`config.mk`:
```
export PLATFORM = sky130hd
export DESIGN_NAME = tcc_norm_cell
export DESIGN_NICKNAME = d
export VERILOG_FILES = /design/src/assert_macros.svh /design/src/tcc_pkg.sv /design/src/tcc_norm_cell.sv
export SDC_FILE = /design/constraint.sdc
export NUM_CORES = 1
export LEC_CHECK = 0
export CAP_MARGIN = 20
export CORE_AREA = 2 2 150 152
export CTS_CLUSTER_DIAMETER = 150
export DETAILED_ROUTE_END_ITERATION = 16
export DIE_AREA = 0 0 152 154
export DONT_BUFFER_PORTS = 1
export PLACE_DENSITY_LB_ADDON = 0.15
export SYNTH_ARGS = -nofsm -noshare
export SYNTH_HDL_FRONTEND = slang
export SYNTH_SLANG_ARGS = --single-unit
```
`constraint.sdc`:
```
create_clock -name clk -period 2.03 [get_ports clk]
set_input_delay 0.406 -clock clk [delete_from_list [all_inputs] [get_ports clk]]
set_output_delay 0.406 -clock clk [all_outputs]
set_load 0.03 [all_outputs]
```
`src/assert_macros.svh`:
```
// Assertion helpers shared by the RTL. All checks sample on clk and
// are disabled while rst_n is low.
`ifndef ASSERT_MACROS_SVH
`define ASSERT_MACROS_SVH

// Same-cycle implication.
`define TCC_ASSERT_IMP(label, ante, cons, msg) \
  label: assert property (@(posedge clk) disable iff (!rst_n) (ante) |-> (cons)) \
    else $error(msg);

// Next-cycle implication.
`define TCC_ASSERT_NXT(label, ante, cons, msg) \
  label: assert property (@(posedge clk) disable iff (!rst_n) (ante) |=> (cons)) \
    else $error(msg);

`endif

```
`src/tcc_pkg.sv`:
```
// ----------------------------------------------------------------------------
// tcc_pkg
// Shared types and constants of the tilt-compensated compass heading block.
// ----------------------------------------------------------------------------
package tcc_pkg;

  localparam int TCC_SENS_W      = 16;
  localparam int TCC_REF_W       = 8;
  localparam int TCC_HEAD_W      = 15;
  localparam int TCC_IDX_W       = 3;
  localparam int TCC_ANGLE_FRAC  = 6;
  localparam int TCC_SQRT_STEPS  = 20;
  localparam int TCC_NORM_STEPS  = 6;
  localparam int TCC_CORDIC_STEPS = 20;

  localparam int TCC_PE_W   = 44;
  localparam int TCC_PN_W   = 61;
  localparam int TCC_SQ_W   = 41;
  localparam int TCC_SA_W   = 20;
  localparam int TCC_U_W    = 63;
  localparam int TCC_CX_W   = 34;
  localparam int TCC_Z_W    = 25;

  typedef enum logic [TCC_IDX_W-1:0] {
    TCC_REG_OFFSET_X = 3'd0,
    TCC_REG_OFFSET_Y = 3'd1,
    TCC_REG_OFFSET_Z = 3'd2,
    TCC_REG_REF_X    = 3'd3,
    TCC_REG_REF_Y    = 3'd4,
    TCC_REG_REF_Z    = 3'd5
  } tcc_reg_t;

  localparam logic signed [TCC_SENS_W-1:0] TCC_RST_OFFSET_X = 16'sd346;
  localparam logic signed [TCC_SENS_W-1:0] TCC_RST_OFFSET_Y = -16'sd1133;
  localparam logic signed [TCC_SENS_W-1:0] TCC_RST_OFFSET_Z = -16'sd525;
  localparam logic signed [TCC_REF_W-1:0]  TCC_RST_REF_X    = 8'sd1;
  localparam logic signed [TCC_REF_W-1:0]  TCC_RST_REF_Y    = 8'sd0;
  localparam logic signed [TCC_REF_W-1:0]  TCC_RST_REF_Z    = 8'sd0;

  // Arctangent of 2^-i in 2^-16 degree units.
  localparam int TCC_ATAN_TAB [TCC_CORDIC_STEPS] = '{
    2949120, 1740967, 919879, 466945, 234379, 117304, 58666, 29335,
    14668, 7334, 3667, 1833, 917, 458, 229, 115, 57, 29, 14, 7
  };

  typedef struct packed {
    logic signed [TCC_SENS_W-1:0] mag_x;
    logic signed [TCC_SENS_W-1:0] mag_y;
    logic signed [TCC_SENS_W-1:0] mag_z;
    logic signed [TCC_SENS_W-1:0] accel_x;
    logic signed [TCC_SENS_W-1:0] accel_y;
    logic signed [TCC_SENS_W-1:0] accel_z;
  } tcc_in_t;

  typedef struct packed {
    logic signed [TCC_SENS_W-1:0] offset_x;
    logic signed [TCC_SENS_W-1:0] offset_y;
    logic signed [TCC_SENS_W-1:0] offset_z;
    logic signed [TCC_REF_W-1:0]  ref_x;
    logic signed [TCC_REF_W-1:0]  ref_y;
    logic signed [TCC_REF_W-1:0]  ref_z;
  } tcc_cfg_t;

  // Projections that ride along the square-root chain.
  typedef struct packed {
    logic                       deg;
    logic signed [TCC_PE_W-1:0] pe;
    logic signed [TCC_PN_W-1:0] pn;
  } tcc_side_t;

  typedef struct packed {
    logic [TCC_SQ_W-1:0] rem;
    logic [TCC_SQ_W-1:0] root;
  } tcc_sqrt_t;

  typedef struct packed {
    logic                deg;
    logic                zero;
    logic                xneg;
    logic                yneg;
    logic [TCC_U_W-1:0]  ux;
    logic [TCC_U_W-1:0]  uy;
    logic [TCC_U_W-1:0]  mx;
  } tcc_norm_t;

  typedef struct packed {
    logic                       deg;
    logic                       zero;
    logic                       xneg;
    logic                       yneg;
    logic signed [TCC_CX_W-1:0] x;
    logic signed [TCC_CX_W-1:0] y;
    logic signed [TCC_Z_W-1:0]  z;
  } tcc_cordic_t;

endpackage

```
`src/tcc_norm_cell.sv`:
```
// ----------------------------------------------------------------------------
// tcc_norm_cell
// One step of the left shift that brings the larger magnitude to the top.
// ----------------------------------------------------------------------------
module tcc_norm_cell import tcc_pkg::*; #(
  parameter int SH = 1
) (
  input  logic      clk,
  input  logic      rst_n,
  input  logic      en,
  input  logic      vld_i,
  input  tcc_norm_t d_i,
  output logic      vld_o,
  output tcc_norm_t d_o
);

  logic      vld_r;
  tcc_norm_t d_r, d_nxt;

  always_comb begin
    d_nxt = d_i;
    if (d_i.mx[TCC_U_W-1 -: SH] == '0) begin
      d_nxt.ux = d_i.ux << SH;
      d_nxt.uy = d_i.uy << SH;
      d_nxt.mx = d_i.mx << SH;
    end
  end

  always_ff @(posedge clk) begin
    if (!rst_n) begin
      vld_r <= 1'b0;
    end else if (en) begin
      vld_r <= vld_i;
    end
  end

  always_ff @(posedge clk) begin
    if (en) begin
      d_r <= d_nxt;
    end
  end

  assign vld_o = vld_r;
  assign d_o   = d_r;

endmodule

```
==> results.yml <==
floorplanning:
  rows: 54
  io_pins: 391
  die_y_um: 154
  fp.coreArea_um2: 21700
  start_util_pct: 39.2
  die_w_um: 152
  dieArea_um2: 23400
sta:
  final_max_slew_viol_count: 0
  finalSetupViolCount: 0
  worst_slew_pin_slew_ns: 0.401
  rsz0062_at_grt: "false"
  relSlewSlack_pct: 73.4
  finClkSkew_ns: 0
  min_period_ns: 1.41
  hold_viol: 0
  max_clock_freq_ghz: 0.708
  min_period_over_period_pct: 69.6
  whs_ns: 0.0731
  fin_tns_setup_ns: 0
drt:
  drt_pass1_iterations: 4
  drc: 0
  vias: 3669
  post_drt_wl_per_cell_um: 26.5
  drtIter0Drc: 192
  drt_wl_total_mm: 18.4
  via_per_inst: 5.27
  ant_nets: 0
placement:
  place.port_buffers: 0
  placed_area_um2: 8670
  place_hpwl_mm: 13.2
  placedCellCount: 665
  routabilityCongestion: 0.753
run_status:
  status: "finished, final reports clean"
yosys:
  yosysWarnings: 0
  syn-num-nets: 603
  synth.area.top_cells: "edfxtp_1 68%, mux2_4 18%, mux2_2 11%, buf_6 1.9%, buf_2 0.41%"
  syn_area_um2: 8510
  yosysTopAreaCellShare_pct: 68.1
  syn_inst: 406
  synth_cell_types: 10
  yosys.area.top_type: "edfxtp_1"
  avgSynthCellArea_um2: 21.0
  yosysSeqAreaShare_pct: 68.4
  ys_ff_latch: 194
grt:
  grt_overflow: 0
  antenna_found_initial: 0
  grt_usage_pct: 15.1
  grt_max_degree: 195
  grt_first_pass_wirelength_mm: 26.0
  grt_pass1_vias: 3891
layout:
  num_antenna_cells: 0
  fin_cells: 696
  fillerInstances: 1907
  postLayoutCoreUtil_pct: 42.5
  area_delta_synth_final_pct: 8.29
  design_area_um2: 9210
  drive_above_1_share_pct: 51.7
  final_common_cell: "edfxtp_1"
  finalNetCount: 601
  layout_common_cells: "193 x edfxtp_1, 100 x mux2_4, 85 x mux2_2, 17 x clkbuf_16, 5 x inv_8"
worst_setup_path:
  worst-path-max-fanout: 1
  cp.arrival_ns: 1.01
  crit_path_end_kind: "primary output"
  critPathLaunchType: "flop"
  cp.required_ns: 1.62
  cp-startpoint: "d_o[55]"
  rr_startpoint: "vld_o"
  path_class: "reg2out"
clock_tree:
  clockRootBuffer: "clkbuf_16"
  hold_buffers: 0
  h-tree-depth: 4
  cts.sinks: 194
  path_clk_slew_ns: 0.08
  cts_setup_buffers: 0
  clkLatencyLatePin_ns: 0.42
  ctsResizeCount: 0
  cts_made_buffers: 17
  clockBufferDepth: 2
  cts_tree: "done"
min_path:
  hp-class: "in2reg"
  hold_path_startpoint: "d_i[191]"
power:
  peakVddDrop_v: 0.000514
  p_leak_nw: 3.33
  power_density_nw_per_um2: 1020
job:
  max_cap_violations: 0
[where the power goes]
group	leakage [nW]	internal [W]	switching, W
clock network	0.265	0.00162	0.00154
registers	1.90	0.00487	0.000911
logic	1.17	0.000355	0.0000698
[state kept, by name, indices dropped and copies added (netlist names)]
register / cells
d_o: 193
vld_o: 1
[cell usage after synthesis]
library cell	instances
nor2b_1	1
mux2_4	100
and2_1	3
buf_6	14
dfxtp_1	1
mux2_2	85
or2_2	1
buf_2	7
mux2i_1	1
edfxtp_1	193
[cell type report]
cell class,count,area (um2),share of cell area [%]
clock inverter,13,119,1.29
sequential,194,5820,63.1
multi-input combinational,191,2500,27.1
tap,280,350,3.80
clock buffer,18,429,4.66
[path summary, 6_finish.rpt]
| path | slack (ns) | depth (start not counted) | endpoint |
|---|---|---|---|
| max | 0.62 | 0 | d_o[55] |
| min | 0.07 | 0 | d_o[191] |
| min reg2reg | 0.69 | 2 | vld_o |
| max reg2reg | 1.22 | 2 | vld_o |
[routing by layer]
layer,GRT usage (%),up-vias,part of all wire [%]
met2,27.4,252,54
met5,0,-,0
met4,4.90,0,1.5
li1,-,1597,-
met3,10.3,15,14
met1,13.1,1805,31
[logic make-up (layout without fill, tap and decap cells)]
| group | count (synthesis) | count (layout) | synth area share, % |
|---|---|---|---|
| buffers and inverters | 21 | 31 | 2.26 |
| and+or+nand+nor | 5 | 5 | 0.368 |
| muxes | 186 | 186 | 29.0 |
| DFF | 194 | 194 | 68.4 |
[per-stage QoR]
| step | power, W | setup slack (ns) |
|---|---|---|
| after floorplan | 0.00627 | 0.649 |
| after CTS | 0.00949 | 0.556 |
| final | 0.00936 | 0.617 |
| after global placement | 0.00630 | 0.994 |
| after global routing | 0.00971 | 0.507 |
| after detailed placement | 0.00631 | 0.975 |
Power figures use the tool's default switching activity.
