**src/assert_macros.svh**
```systemverilog
// Assertion helpers shared by the RTL. All checks sample on clk and
// are disabled while rst_n is low.
`ifndef ASSERT_MACROS_SVH
`define ASSERT_MACROS_SVH

// Same-cycle implication.
`define TCC_ASSERT_IMP(label, ante, cons, msg) \
  label: assert property (@(posedge clk) disable iff (!rst_n) (ante) |-> (cons)) \
    else $error(msg);

// Next-cycle implication.
`define TCC_ASSERT_NXT(label, ante, cons, msg) \
  label: assert property (@(posedge clk) disable iff (!rst_n) (ante) |=> (cons)) \
    else $error(msg);

`endif

```
**src/tcc_pkg.sv**
```systemverilog
// ----------------------------------------------------------------------------
// tcc_pkg
// Shared types and constants of the tilt-compensated compass heading block.
// ----------------------------------------------------------------------------
package tcc_pkg;

  localparam int TCC_SENS_W      = 16;
  localparam int TCC_REF_W       = 8;
  localparam int TCC_HEAD_W      = 15;
  localparam int TCC_IDX_W       = 3;
  localparam int TCC_ANGLE_FRAC  = 6;
  localparam int TCC_SQRT_STEPS  = 20;
  localparam int TCC_NORM_STEPS  = 6;
  localparam int TCC_CORDIC_STEPS = 20;

  localparam int TCC_PE_W   = 44;
  localparam int TCC_PN_W   = 61;
  localparam int TCC_SQ_W   = 41;
  localparam int TCC_SA_W   = 20;
  localparam int TCC_U_W    = 63;
  localparam int TCC_CX_W   = 34;
  localparam int TCC_Z_W    = 25;

  typedef enum logic [TCC_IDX_W-1:0] {
    TCC_REG_OFFSET_X = 3'd0,
    TCC_REG_OFFSET_Y = 3'd1,
    TCC_REG_OFFSET_Z = 3'd2,
    TCC_REG_REF_X    = 3'd3,
    TCC_REG_REF_Y    = 3'd4,
    TCC_REG_REF_Z    = 3'd5
  } tcc_reg_t;

  localparam logic signed [TCC_SENS_W-1:0] TCC_RST_OFFSET_X = 16'sd346;
  localparam logic signed [TCC_SENS_W-1:0] TCC_RST_OFFSET_Y = -16'sd1133;
  localparam logic signed [TCC_SENS_W-1:0] TCC_RST_OFFSET_Z = -16'sd525;
  localparam logic signed [TCC_REF_W-1:0]  TCC_RST_REF_X    = 8'sd1;
  localparam logic signed [TCC_REF_W-1:0]  TCC_RST_REF_Y    = 8'sd0;
  localparam logic signed [TCC_REF_W-1:0]  TCC_RST_REF_Z    = 8'sd0;

  // Arctangent of 2^-i in 2^-16 degree units.
  localparam int TCC_ATAN_TAB [TCC_CORDIC_STEPS] = '{
    2949120, 1740967, 919879, 466945, 234379, 117304, 58666, 29335,
    14668, 7334, 3667, 1833, 917, 458, 229, 115, 57, 29, 14, 7
  };

  typedef struct packed {
    logic signed [TCC_SENS_W-1:0] mag_x;
    logic signed [TCC_SENS_W-1:0] mag_y;
    logic signed [TCC_SENS_W-1:0] mag_z;
    logic signed [TCC_SENS_W-1:0] accel_x;
    logic signed [TCC_SENS_W-1:0] accel_y;
    logic signed [TCC_SENS_W-1:0] accel_z;
  } tcc_in_t;

  typedef struct packed {
    logic signed [TCC_SENS_W-1:0] offset_x;
    logic signed [TCC_SENS_W-1:0] offset_y;
    logic signed [TCC_SENS_W-1:0] offset_z;
    logic signed [TCC_REF_W-1:0]  ref_x;
    logic signed [TCC_REF_W-1:0]  ref_y;
    logic signed [TCC_REF_W-1:0]  ref_z;
  } tcc_cfg_t;

  // Projections that ride along the square-root chain.
  typedef struct packed {
    logic                       deg;
    logic signed [TCC_PE_W-1:0] pe;
    logic signed [TCC_PN_W-1:0] pn;
  } tcc_side_t;

  typedef struct packed {
    logic [TCC_SQ_W-1:0] rem;
    logic [TCC_SQ_W-1:0] root;
  } tcc_sqrt_t;

  typedef struct packed {
    logic                deg;
    logic                zero;
    logic                xneg;
    logic                yneg;
    logic [TCC_U_W-1:0]  ux;
    logic [TCC_U_W-1:0]  uy;
    logic [TCC_U_W-1:0]  mx;
  } tcc_norm_t;

  typedef struct packed {
    logic                       deg;
    logic                       zero;
    logic                       xneg;
    logic                       yneg;
    logic signed [TCC_CX_W-1:0] x;
    logic signed [TCC_CX_W-1:0] y;
    logic signed [TCC_Z_W-1:0]  z;
  } tcc_cordic_t;

endpackage

```
**src/tcc_cordic_cell.sv**
```systemverilog
// ----------------------------------------------------------------------------
// tcc_cordic_cell
// One vectoring CORDIC micro-rotation with its arctangent step.
// ----------------------------------------------------------------------------
module tcc_cordic_cell import tcc_pkg::*; #(
  parameter int IDX = 0
) (
  input  logic        clk,
  input  logic        rst_n,
  input  logic        en,
  input  logic        vld_i,
  input  tcc_cordic_t d_i,
  output logic        vld_o,
  output tcc_cordic_t d_o
);

  localparam logic signed [TCC_Z_W-1:0] ANG = TCC_Z_W'(TCC_ATAN_TAB[IDX]);

  logic                       vld_r;
  tcc_cordic_t                d_r, d_nxt;
  logic signed [TCC_CX_W-1:0] x, y, dx, dy;
  logic signed [TCC_Z_W-1:0]  z;

  assign x  = d_i.x;
  assign y  = d_i.y;
  assign z  = d_i.z;
  assign dx = y >>> IDX;
  assign dy = x >>> IDX;

  always_comb begin
    d_nxt = d_i;
    if (!y[TCC_CX_W-1]) begin
      d_nxt.x = x + dx;
      d_nxt.y = y - dy;
      d_nxt.z = z + ANG;
    end else begin
      d_nxt.x = x - dx;
      d_nxt.y = y + dy;
      d_nxt.z = z - ANG;
    end
  end

  always_ff @(posedge clk) begin
    if (!rst_n) begin
      vld_r <= 1'b0;
    end else if (en) begin
      vld_r <= vld_i;
    end
  end

  always_ff @(posedge clk) begin
    if (en) begin
      d_r <= d_nxt;
    end
  end

  assign vld_o = vld_r;
  assign d_o   = d_r;

endmodule

```
**config.mk**
```make
export PLATFORM = sky130hd
export DESIGN_NAME = tcc_cordic_cell
export DESIGN_NICKNAME = d
export VERILOG_FILES = /design/src/assert_macros.svh /design/src/tcc_pkg.sv /design/src/tcc_cordic_cell.sv
export SDC_FILE = /design/constraint.sdc
export NUM_CORES = 1
export LEC_CHECK = 0
export ABC_CLOCK_PERIOD_IN_PS = 8800
export BUFFER_PORTS_ARGS = -buffer_cell sky130_fd_sc_hd__buf_2
export CAP_MARGIN = 20
export CORE_UTILIZATION = 55
export CTS_CLUSTER_SIZE = 28
export DETAILED_ROUTE_END_ITERATION = 8
export PLACE_DENSITY = 0.82
export SLEW_MARGIN = 15
export SYNTH_ARGS = -nofsm -noshare
export SYNTH_HDL_FRONTEND = slang
export SYNTH_SLANG_ARGS = --single-unit
```
**constraint.sdc**
```tcl
create_clock -name clk -period 8.8 [get_ports clk]
set_clock_uncertainty 0.05 [all_clocks]
set_input_delay 0.88 -clock clk [delete_from_list [all_inputs] [get_ports clk]]
set_output_delay 0.88 -clock clk [all_outputs]
set_load 0.01 [all_outputs]
```
==> results_dict.tcl <==
set metrics [dict create \
    final.fill_count 1393 \
    crit_arrival_ns 3.91 \
    power.total_w 0.00169 \
    setup_slack_ns 4.95 \
    cts_setup_buffers 0 \
    synth_seq_area_share 0.322 \
    synthFlopType "edfxtp_1" \
    die_area_um2 16900 \
    n_antenna_cell 0 \
    cts_root_buf "clkbuf_16" \
    route.detailed.drc 0 \
    ios 199 \
    die_h_um 130 \
    antenna_left 0 \
    path_clk_slew_ns 0.07 \
    relSlewSlack 0.357 \
    drv_slew 0 \
    grt_pass1_vias 7570 \
    synth_area_leaders "edfxtp_1, ha_1, a21oi_1" \
    post_drt_wl_per_cell_um 18.2 \
    hp-class "reg -> reg" \
    synth_top_area_share 0.319 \
    grt_max_degree 77 \
    fp.dieW_um 130 \
    leakage_nw 4.77 \
    worstPathRequired_ns 8.86 \
    syn_nets 1232 \
    setup_viol 0 \
    grt_pass1_wl_um 39500 \
    gp_congestion 0.959 \
    worst_pin_slew_ns 0.964 \
    synth_area_um2 9030 \
    cts_tree "built" \
    firstDrtPassIters 5 \
    pwr_density_cell_nw_per_um2 162 \
    wl_um 25700 \
    rows 46 \
    final_nets 1401 \
    initial_core_util 0.566 \
    io_buffer_count 198 \
    status "completed" \
    max_freq_mhz 259 \
    detail_route.iter0.violations 1019 \
    cts_resized 0 \
    finalNonFillerCells 1410 \
    postSynthCellCount 1020 \
    async_reset_ff_frac 0 \
    startpoint_type "primary input" \
    placed_cell_area_um2 10100 \
    synth_edf_count 96 \
    vias 8320 \
    yosys.area.top_type "edfxtp_1" \
    ys_types 77 \
    dp_hpwl_um 19800 \
    grtUsageTotal 0.304 \
    core_um2 15900 \
    avgSynthCellArea_um2 8.85 \
    htree_num_levels 3 \
    clkLatencyLatePin_ns 0.36 \
    drive_gt1_frac 0.204 \
    final_cell_area_um2 10500 \
    gr-total-overflow 0 \
    endpoint_kind "flip-flop" \
    finalHoldViolations 0 \
    via_per_inst 5.90 \
    post-route-period-util 0.438 \
    place_ws_ns 4.61 \
    crit_fanout 11 \
    cts_made_buffers 9 \
    fin_crit_ns 3.85 \
    cts_buffer_depth 2 \
    dp_cells 1394 \
    fin_tns_setup_ns 0 \
    rsz0062_at_grt "no" \
    antenna_found_initial 0 \
    ys_seq_elements 97 \
    hold_buffers 0 \
    cts_sinks 97 \
    path_class "in -> reg" \
    syn2layout_area_growth_pct 15.8 \
    peakVddDrop_mv 0.103 \
    yosysWarningCount 0 \
    maxCapViolations 0 \
]
==> path summary, 6_finish.rpt <==
path	end	slack (ns)	depth (start not counted)	start
setup / recovery	d_o[50]$_DFFE_PP_	4.95	12	d_i[34]
hold / removal	vld_o$_SDFFE_PN0P_	0.47	2	vld_o$_SDFFE_PN0P_
setup reg to reg	vld_o$_SDFFE_PN0P_	8.16	2	vld_o$_SDFFE_PN0P_
hold reg to reg	vld_o$_SDFFE_PN0P_	0.47	2	vld_o$_SDFFE_PN0P_
==> area by class of cell <==
class / instances / area, um^2 / area share
Inverter: 117 / 439 / 0.0420
Clock inverter: 6 / 113 / 0.0108
Sequential cell: 97 / 2900 / 0.278
Timing Repair Buffer: 201 / 1020 / 0.0972
Multi-Input combinational cell: 763 / 5490 / 0.525
Clock buffer: 10 / 229 / 0.0219
Tap cell: 216 / 270 / 0.0258
==> cells by family after synthesis <==
| group | count (synthesis) | synth area share |
|---|---|---|
| compound gates | 326 | 0.232 |
| xor+xnor | 72 | 0.0698 |
| fa+ha+maj | 111 | 0.157 |
| buf+inv | 160 | 0.0707 |
| flops | 97 | 0.322 |
| mux | 18 | 0.0200 |
| simple gates | 236 | 0.129 |
==> worst max-delay path: stages <==
cell,delay (ns)
buf_2,0.10
inv_1,0.04
ha_1,0.49
inv_1,0.16
o21a_1,0.22
o32ai_1,0.61
or3_1,0.25
o21bai_1,0.18
a31o_1,0.31
a311o_1,0.40
a21oi_1,0.18
xnor2_1,0.09
==> metrics by stage <==
step	hold slack (ns)	util
floorplan	0.488	-
global placement	0.446	0.635
detailed placement	0.457	0.635
CTS	0.473	0.656
global route	0.509	0.656
finish	0.467	0.656
==> routing by layer <==
layer | track usage | vias up | part of all wire
li1 | - | 3983 | -
met1 | 0.419 | 3835 | 0.44
met2 | 0.485 | 456 | 0.46
met3 | 0.0390 | 46 | 0.084
met4 | 0.116 | 0 | 0.023
met5 | 0 | - | 0
==> state kept, by name, summed over array words and instances (netlist names) <==
name	flops
d_o	96
vld_o	1
==> cell usage after synthesis (6+ instances only) <==
cell      count
and3_1        7
a21oi_1     121
inv_1       107
or3_1         9
ha_1        107
or2_2         6
o21ai_0      58
nor4_1        6
clkbuf_1     25
o31ai_1       6
nor3_1       17
edfxtp_1     96
nor2b_1      16
nand4_1      11
nand2b_1     16
a31oi_1       9
o21a_1        7
nand2_1      48
xnor2_1      62
nand3_1      16
nor2_1       69
o211ai_1     13
o21bai_1     18
a21o_1       20
mux2i_1      18
buf_2         9
xor2_1       10
a211oi_1     10
==> layout by cell type, fill, tap and decap left out, drive strengths merged, types with 4 or more instances in the layout <==
cell    Yosys  routed
buf        18     201
a21oi     122     122
inv       112     114
ha        107     107
edfxtp     96      96
nor2       70      70
o21ai      63      63
xnor2      62      62
nand2      48      48
a21o       20      20
o21bai     18      18
mux2i      18      18
nor3       17      17
nor2b      16      16
nand2b     16      16
nand3      16      16
o211ai     13      13
nand4      11      11
xor2       10      10
a211oi     10      10
or3        10      10
clkbuf     25      10
a31oi       9       9
o31ai       8       8
and3        7       7
o21a        7       7
or2         7       7
nor4        6       6
clkinv      5       6
nand3b      5       5
a31o        5       5
o221ai      4       4
o22ai       4       4
fa          4       4
a311oi      4       4
==> power breakdown <==
group	total, W	internal, W	switching, W
combinational	0.000608	0.000235	0.000373
sequential	0.000620	0.000601	0.0000198
clock	0.000464	0.000280	0.000184
total	0.00169	0.00112	0.000578
Note: power is estimated with default switching activity, not from simulation.
