`src/assert_macros.svh`:
```
// Assertion helpers shared by the RTL. All checks sample on clk and
// are disabled while rst_n is low.
`ifndef ASSERT_MACROS_SVH
`define ASSERT_MACROS_SVH

// Same-cycle implication.
`define TCC_ASSERT_IMP(label, ante, cons, msg) \
  label: assert property (@(posedge clk) disable iff (!rst_n) (ante) |-> (cons)) \
    else $error(msg);

// Next-cycle implication.
`define TCC_ASSERT_NXT(label, ante, cons, msg) \
  label: assert property (@(posedge clk) disable iff (!rst_n) (ante) |=> (cons)) \
    else $error(msg);

`endif

```
`src/tcc_pkg.sv`:
```
// ----------------------------------------------------------------------------
// tcc_pkg
// Shared types and constants of the tilt-compensated compass heading block.
// ----------------------------------------------------------------------------
package tcc_pkg;

  localparam int TCC_SENS_W      = 16;
  localparam int TCC_REF_W       = 8;
  localparam int TCC_HEAD_W      = 15;
  localparam int TCC_IDX_W       = 3;
  localparam int TCC_ANGLE_FRAC  = 6;
  localparam int TCC_SQRT_STEPS  = 20;
  localparam int TCC_NORM_STEPS  = 6;
  localparam int TCC_CORDIC_STEPS = 20;

  localparam int TCC_PE_W   = 44;
  localparam int TCC_PN_W   = 61;
  localparam int TCC_SQ_W   = 41;
  localparam int TCC_SA_W   = 20;
  localparam int TCC_U_W    = 63;
  localparam int TCC_CX_W   = 34;
  localparam int TCC_Z_W    = 25;

  typedef enum logic [TCC_IDX_W-1:0] {
    TCC_REG_OFFSET_X = 3'd0,
    TCC_REG_OFFSET_Y = 3'd1,
    TCC_REG_OFFSET_Z = 3'd2,
    TCC_REG_REF_X    = 3'd3,
    TCC_REG_REF_Y    = 3'd4,
    TCC_REG_REF_Z    = 3'd5
  } tcc_reg_t;

  localparam logic signed [TCC_SENS_W-1:0] TCC_RST_OFFSET_X = 16'sd346;
  localparam logic signed [TCC_SENS_W-1:0] TCC_RST_OFFSET_Y = -16'sd1133;
  localparam logic signed [TCC_SENS_W-1:0] TCC_RST_OFFSET_Z = -16'sd525;
  localparam logic signed [TCC_REF_W-1:0]  TCC_RST_REF_X    = 8'sd1;
  localparam logic signed [TCC_REF_W-1:0]  TCC_RST_REF_Y    = 8'sd0;
  localparam logic signed [TCC_REF_W-1:0]  TCC_RST_REF_Z    = 8'sd0;

  // Arctangent of 2^-i in 2^-16 degree units.
  localparam int TCC_ATAN_TAB [TCC_CORDIC_STEPS] = '{
    2949120, 1740967, 919879, 466945, 234379, 117304, 58666, 29335,
    14668, 7334, 3667, 1833, 917, 458, 229, 115, 57, 29, 14, 7
  };

  typedef struct packed {
    logic signed [TCC_SENS_W-1:0] mag_x;
    logic signed [TCC_SENS_W-1:0] mag_y;
    logic signed [TCC_SENS_W-1:0] mag_z;
    logic signed [TCC_SENS_W-1:0] accel_x;
    logic signed [TCC_SENS_W-1:0] accel_y;
    logic signed [TCC_SENS_W-1:0] accel_z;
  } tcc_in_t;

  typedef struct packed {
    logic signed [TCC_SENS_W-1:0] offset_x;
    logic signed [TCC_SENS_W-1:0] offset_y;
    logic signed [TCC_SENS_W-1:0] offset_z;
    logic signed [TCC_REF_W-1:0]  ref_x;
    logic signed [TCC_REF_W-1:0]  ref_y;
    logic signed [TCC_REF_W-1:0]  ref_z;
  } tcc_cfg_t;

  // Projections that ride along the square-root chain.
  typedef struct packed {
    logic                       deg;
    logic signed [TCC_PE_W-1:0] pe;
    logic signed [TCC_PN_W-1:0] pn;
  } tcc_side_t;

  typedef struct packed {
    logic [TCC_SQ_W-1:0] rem;
    logic [TCC_SQ_W-1:0] root;
  } tcc_sqrt_t;

  typedef struct packed {
    logic                deg;
    logic                zero;
    logic                xneg;
    logic                yneg;
    logic [TCC_U_W-1:0]  ux;
    logic [TCC_U_W-1:0]  uy;
    logic [TCC_U_W-1:0]  mx;
  } tcc_norm_t;

  typedef struct packed {
    logic                       deg;
    logic                       zero;
    logic                       xneg;
    logic                       yneg;
    logic signed [TCC_CX_W-1:0] x;
    logic signed [TCC_CX_W-1:0] y;
    logic signed [TCC_Z_W-1:0]  z;
  } tcc_cordic_t;

endpackage

```
`src/tcc_sqrt_cell.sv`:
```
// ----------------------------------------------------------------------------
// tcc_sqrt_cell
// One digit of the integer square root of |accel|^2.
// ----------------------------------------------------------------------------
module tcc_sqrt_cell import tcc_pkg::*; #(
  parameter int IDX = 0
) (
  input  logic      clk,
  input  logic      rst_n,
  input  logic      en,
  input  logic      vld_i,
  input  tcc_sqrt_t sq_i,
  input  tcc_side_t sd_i,
  output logic      vld_o,
  output tcc_sqrt_t sq_o,
  output tcc_side_t sd_o
);

  localparam logic [TCC_SQ_W-1:0] BIT = TCC_SQ_W'(1) << (2 * IDX);

  logic                vld_r;
  tcc_sqrt_t           sq_r, sq_nxt;
  tcc_side_t           sd_r;
  logic [TCC_SQ_W-1:0] trial;

  always_comb begin
    trial = sq_i.root + BIT;
    if (sq_i.rem >= trial) begin
      sq_nxt.rem  = sq_i.rem - trial;
      sq_nxt.root = (sq_i.root >> 1) + BIT;
    end else begin
      sq_nxt.rem  = sq_i.rem;
      sq_nxt.root = sq_i.root >> 1;
    end
  end

  always_ff @(posedge clk) begin
    if (!rst_n) begin
      vld_r <= 1'b0;
    end else if (en) begin
      vld_r <= vld_i;
    end
  end

  always_ff @(posedge clk) begin
    if (en) begin
      sq_r <= sq_nxt;
      sd_r <= sd_i;
    end
  end

  assign vld_o = vld_r;
  assign sq_o  = sq_r;
  assign sd_o  = sd_r;

endmodule

```
`config.mk`:
```
export PLATFORM = sky130hd
export DESIGN_NAME = tcc_sqrt_cell
export DESIGN_NICKNAME = d
export VERILOG_FILES = /design/src/assert_macros.svh /design/src/tcc_pkg.sv /design/src/tcc_sqrt_cell.sv
export SDC_FILE = /design/constraint.sdc
export NUM_CORES = 1
export LEC_CHECK = 0
export ABC_AREA = 1
export BUFFER_PORTS_ARGS = -buffer_cell sky130_fd_sc_hd__buf_2
export CAP_MARGIN = 20
export CELL_PAD_IN_SITES_DETAIL_PLACEMENT = 1
export CELL_PAD_IN_SITES_GLOBAL_PLACEMENT = 2
export CORE_ASPECT_RATIO = 0.7
export CORE_MARGIN = 4
export CORE_UTILIZATION = 31
export DETAILED_ROUTE_END_ITERATION = 7
export PLACE_DENSITY = 0.9
export SLEW_MARGIN = 5
export SYNTH_ARGS = -nofsm -noshare
export SYNTH_HDL_FRONTEND = slang
export SYNTH_SLANG_ARGS = --single-unit
```
`constraint.sdc`:
```
create_clock -name clk -period 10.1 [get_ports clk]
set_clock_uncertainty 0.2 [all_clocks]
set_input_delay 1.515 -clock clk [delete_from_list [all_inputs] [get_ports clk]]
set_output_delay 1.515 -clock clk [all_outputs]
set_load 0.02 [all_outputs]
```
==> results <==
- The synthesized netlist devotes 4.16% of its cell area to compound gates.
- After synthesis, the netlist uses 34 different library cells.
- The number of input and output port buffers inserted is 380.
- The number of enable flip-flop cells after synthesis is 188.
- The cell at the root of the clock tree is clkbuf_16.
- Of the total synthesized cell area, the portion taken by full adders, half adders and majority gates is 4.83%.
- The die is 169 µm tall.
- Measured against the total synthesized area, the mux share comes to 0%.
- The core area is 36400 µm².
- After synthesis the netlist holds a flip-flop and latch count of 189.
- Clock-pin slew was measured on the worst setup and hold paths at 0.08 ns.
- Summing over every cut layer, the via total after detailed routing is 11100.
- CTS built an H-tree with a depth of 4.
- Setup violations remaining at the end of the flow were counted as 0.
- The number of cells upsized or downsized after cts is 0.
- After synthesis, the largest family of logic cells by area is simple AND/OR/NAND/NOR gates.
- For this design, the CTS-stage hold fixing added 0 buffers.
- The starting DRC count in detailed routing is 900.
- Dividing the detail-routed via count by the number of cells gives 4.89.
- The share of the yosys chip area belonging to registers is 49.1%.
- Buffers added to address setup during post-CTS repair amount to 0.
- The min-delay analysis places its worst path in the category flip-flop to flip-flop.
- The number of clock sinks is 189.
- The CTS tree is built.
- The number of remaining DRC errors is 0.
- The total of warnings raised by yosys is 0.
- After Yosys synthesis, XOR and XNOR cells account for 7.36% of the synthesized area.
- The maximum achievable frequency is 0.142 GHz.
- The critical path endpoint category is a flip-flop.
- The wire-length estimate of the detail-placed layout is 40.5 mm.
- TritonCTS created 17 clock buffers.
- The final critical-path share of the clock period is 69.7%.
- Setup repair after global routing left no endpoint under its margin.
- Compared with the post-synthesis result, the final layout area differs by 26.0%.
- The wire length per cell after detailed routing is 21.6 µm.
- The cell row count is 58.
- The total overflow left after global routing is 0.
- In the final timing run, aggregate negative setup slack is 0 ns.
- The maximum clock path buffer count is 2.
- Power spread over the standard cell area amounts to 157 nW/µm².
- The initial antenna violation count is 3.
- In this run the static leakage power is 6.95 nW.
- The peak fanout along the critical path is 118.
- The max capacitance violation total is 0.
- The worst-case IR drop observed on VDD is 0.000114 V.
- The via count of the first global-routing pass was 11200.
- The arrival time reported for the critical path endpoint is 7.04 ns.
- The startpoint type of the worst setup path is a primary input.
- The final period demand of the worst path is 7.04 ns.
- The total global routing track utilization is 23.4%.
- The most instantiated flip-flop cell in the synthesis netlist is edfxtp_1.
- The routed design has 49.2 mm of wire.
- The clock insertion delay at the later pin of the skew report is 0.45 ns.
- The number of nets with antenna violations after routing is 0.
- The boundary pin count is 381.
- The post-route netlist has 23.7% of its cells at a drive strength greater than 1.
- A synthesized cell averages 8.27 µm².
- The data required time at the worst endpoint is 10.11 ns.
- The number of endpoints with negative hold slack in the final report is 0.
- The area share of and/or/nand/nor cells after synthesis is 27.4%.
- The synthesized netlist occupies a cell area of 11500 µm².
- The congestion estimate from routability-driven global placement came to 0.925.
- The max-slew violation count is 0.
- The maximum number of pins on one net before global-route repair is 119.
- The flow ran to the end, and the final reports show no timing, DRC or antenna violations.
- Power comes to 2.28 mW.
- The horizontal extent of the die is 239 µm.
- The net total in the final layout is 2013.
- For this run, asynchronously set or reset flops after synthesis account for 0%.
- The starting density of the core is 31.8%.
- The synthesized instance count is 1397.
- The critical path is of the primary input to flip-flop type.
- The actual transition at the worst max-transition pin is 1.04 ns.
- The area of the die is 40500 µm².
- The global-route wire length before repair is 70.8 mm.
- Measured against its own limit, the worst slew margin works out to 30.8%.
- The number of nets handed over by synthesis was 1633.
- The number of iterations in the first detailed-routing pass is 5.
-- path summary, 6_finish.rpt --
| kind | endpoint | slack, ns | start | cells after the start |
|---|---|---|---|---|
| hold / removal | vld_o | 0.35 | vld_o | 2 |
| hold reg to reg | vld_o | 0.35 | vld_o | 2 |
| setup / recovery | sq_o[80] | 3.06 | sq_i[2] | 20 |
| setup reg to reg | vld_o | 9.23 | vld_o | 2 |
-- cell usage in the layout, fill, tap and decap left out, drive strengths merged --
master	Yosys	layout
a21boi	3	3
a21o	1	1
a21oi	35	35
and2	3	3
buf	15	383
clkbuf	7	18
clkinv	1	5
dfxtp	1	1
diode	0	1
edfxtp	188	188
fa	1	1
ha	43	43
inv	189	199
nand2	462	462
nand3	118	118
nand3b	8	8
nand4	8	8
nor2	130	130
nor3	28	28
nor3b	1	1
nor4	2	2
o21a	1	1
o21ai	49	49
o21bai	3	3
or2	3	3
xnor2	4	4
xor2	93	93
-- routing by layer --
layer	track usage [%]	up-vias	share of wire (%)
met5	0	-	0.024
met4	4.44	2	1.3
met3	4.71	32	7.2
met2	36.0	393	45
met1	34.6	5388	46
li1	-	5299	-
-- worst max-delay path, cell delays in order --
cell,delay [ns]
buf_2,0.17
ha_1,0.44
nand3_1,0.38
nor2_1,0.65
inv_1,0.16
nor2_1,0.61
xor2_1,0.30
ha_1,0.33
nand2_1,0.13
inv_1,0.05
nand2_1,0.06
nand2_1,0.08
clkinv_1,0.06
nand3_1,0.24
nand2_1,0.17
nand3_1,0.15
nand2_4,0.51
nand2_8,0.55
nand3_1,0.27
nand2_1,0.09
-- synth_stat cells, types with 4 or more instances --
master | count | area, µm²
inv_1 | 189 | 709
nor2_1 | 125 | 469
nand3_1 | 118 | 591
xor2_1 | 93 | 815
o21ai_0 | 46 | 230
edfxtp_1 | 188 | 5650
a21oi_1 | 35 | 175
nor2_2 | 4 | 25.0
nand3b_1 | 8 | 60.1
nand4_1 | 8 | 50.1
clkbuf_1 | 7 | 26.3
xnor2_1 | 4 | 35.0
nor3_1 | 28 | 140
ha_1 | 43 | 538
buf_2 | 9 | 45.0
nand2_1 | 460 | 1730
-- metrics by stage --
| stage | std cells | setup slack, ns | hold slack (ns) | instance area [µm²] | util, % |
|---|---|---|---|---|---|
| global route | 2270 | 2.70 | 0.410 | 14600 | 40.0 |
| CTS | 2270 | 3.37 | 0.360 | 14600 | 40.0 |
| floorplan | 1397 | 5.44 | 0.406 | 11500 | - |
| detailed placement | 2238 | 2.89 | 0.341 | 14000 | 38.4 |
| global placement | 2238 | 3.08 | 0.324 | 14000 | 38.4 |
| finish | 2271 | 3.06 | 0.354 | 14600 | 40.0 |
-- cells by family (layout without fill, tap and decap cells) --
group | Yosys count | in the layout
AO/OA/AOI/OAI | 92 | 92
XOR/XNOR | 97 | 97
adder cells (fa/ha/maj) | 44 | 44
buffers and inverters | 212 | 605
flip-flops | 189 | 189
other | 0 | 1
AND/OR/NAND/NOR | 763 | 763
-- layout make-up --
class	instances	area (µm²)
flip-flops and latches	189	5670
inverters	190	713
well taps	480	601
repair buffers	383	1930
diodes	1	2.50
clock inverters	14	165
clock buffers	18	429
multi-input cells	996	5050
fillers	4495	21800
-- flip-flops by register name, summed over array words and instances, names as in the netlist --
signal and flops:
sd_o 106, sq_o 82, vld_o 1
-- power breakdown --
part	total, mW	switching [mW]	leakage (nW)	internal (mW)
sequential	0.987	0.0257	1.85	0.961
clock	0.705	0.367	0.291	0.337
combinational	0.588	0.408	4.81	0.180
total	2.28	0.801	6.95	1.48
Power figures use the tool's default switching activity.
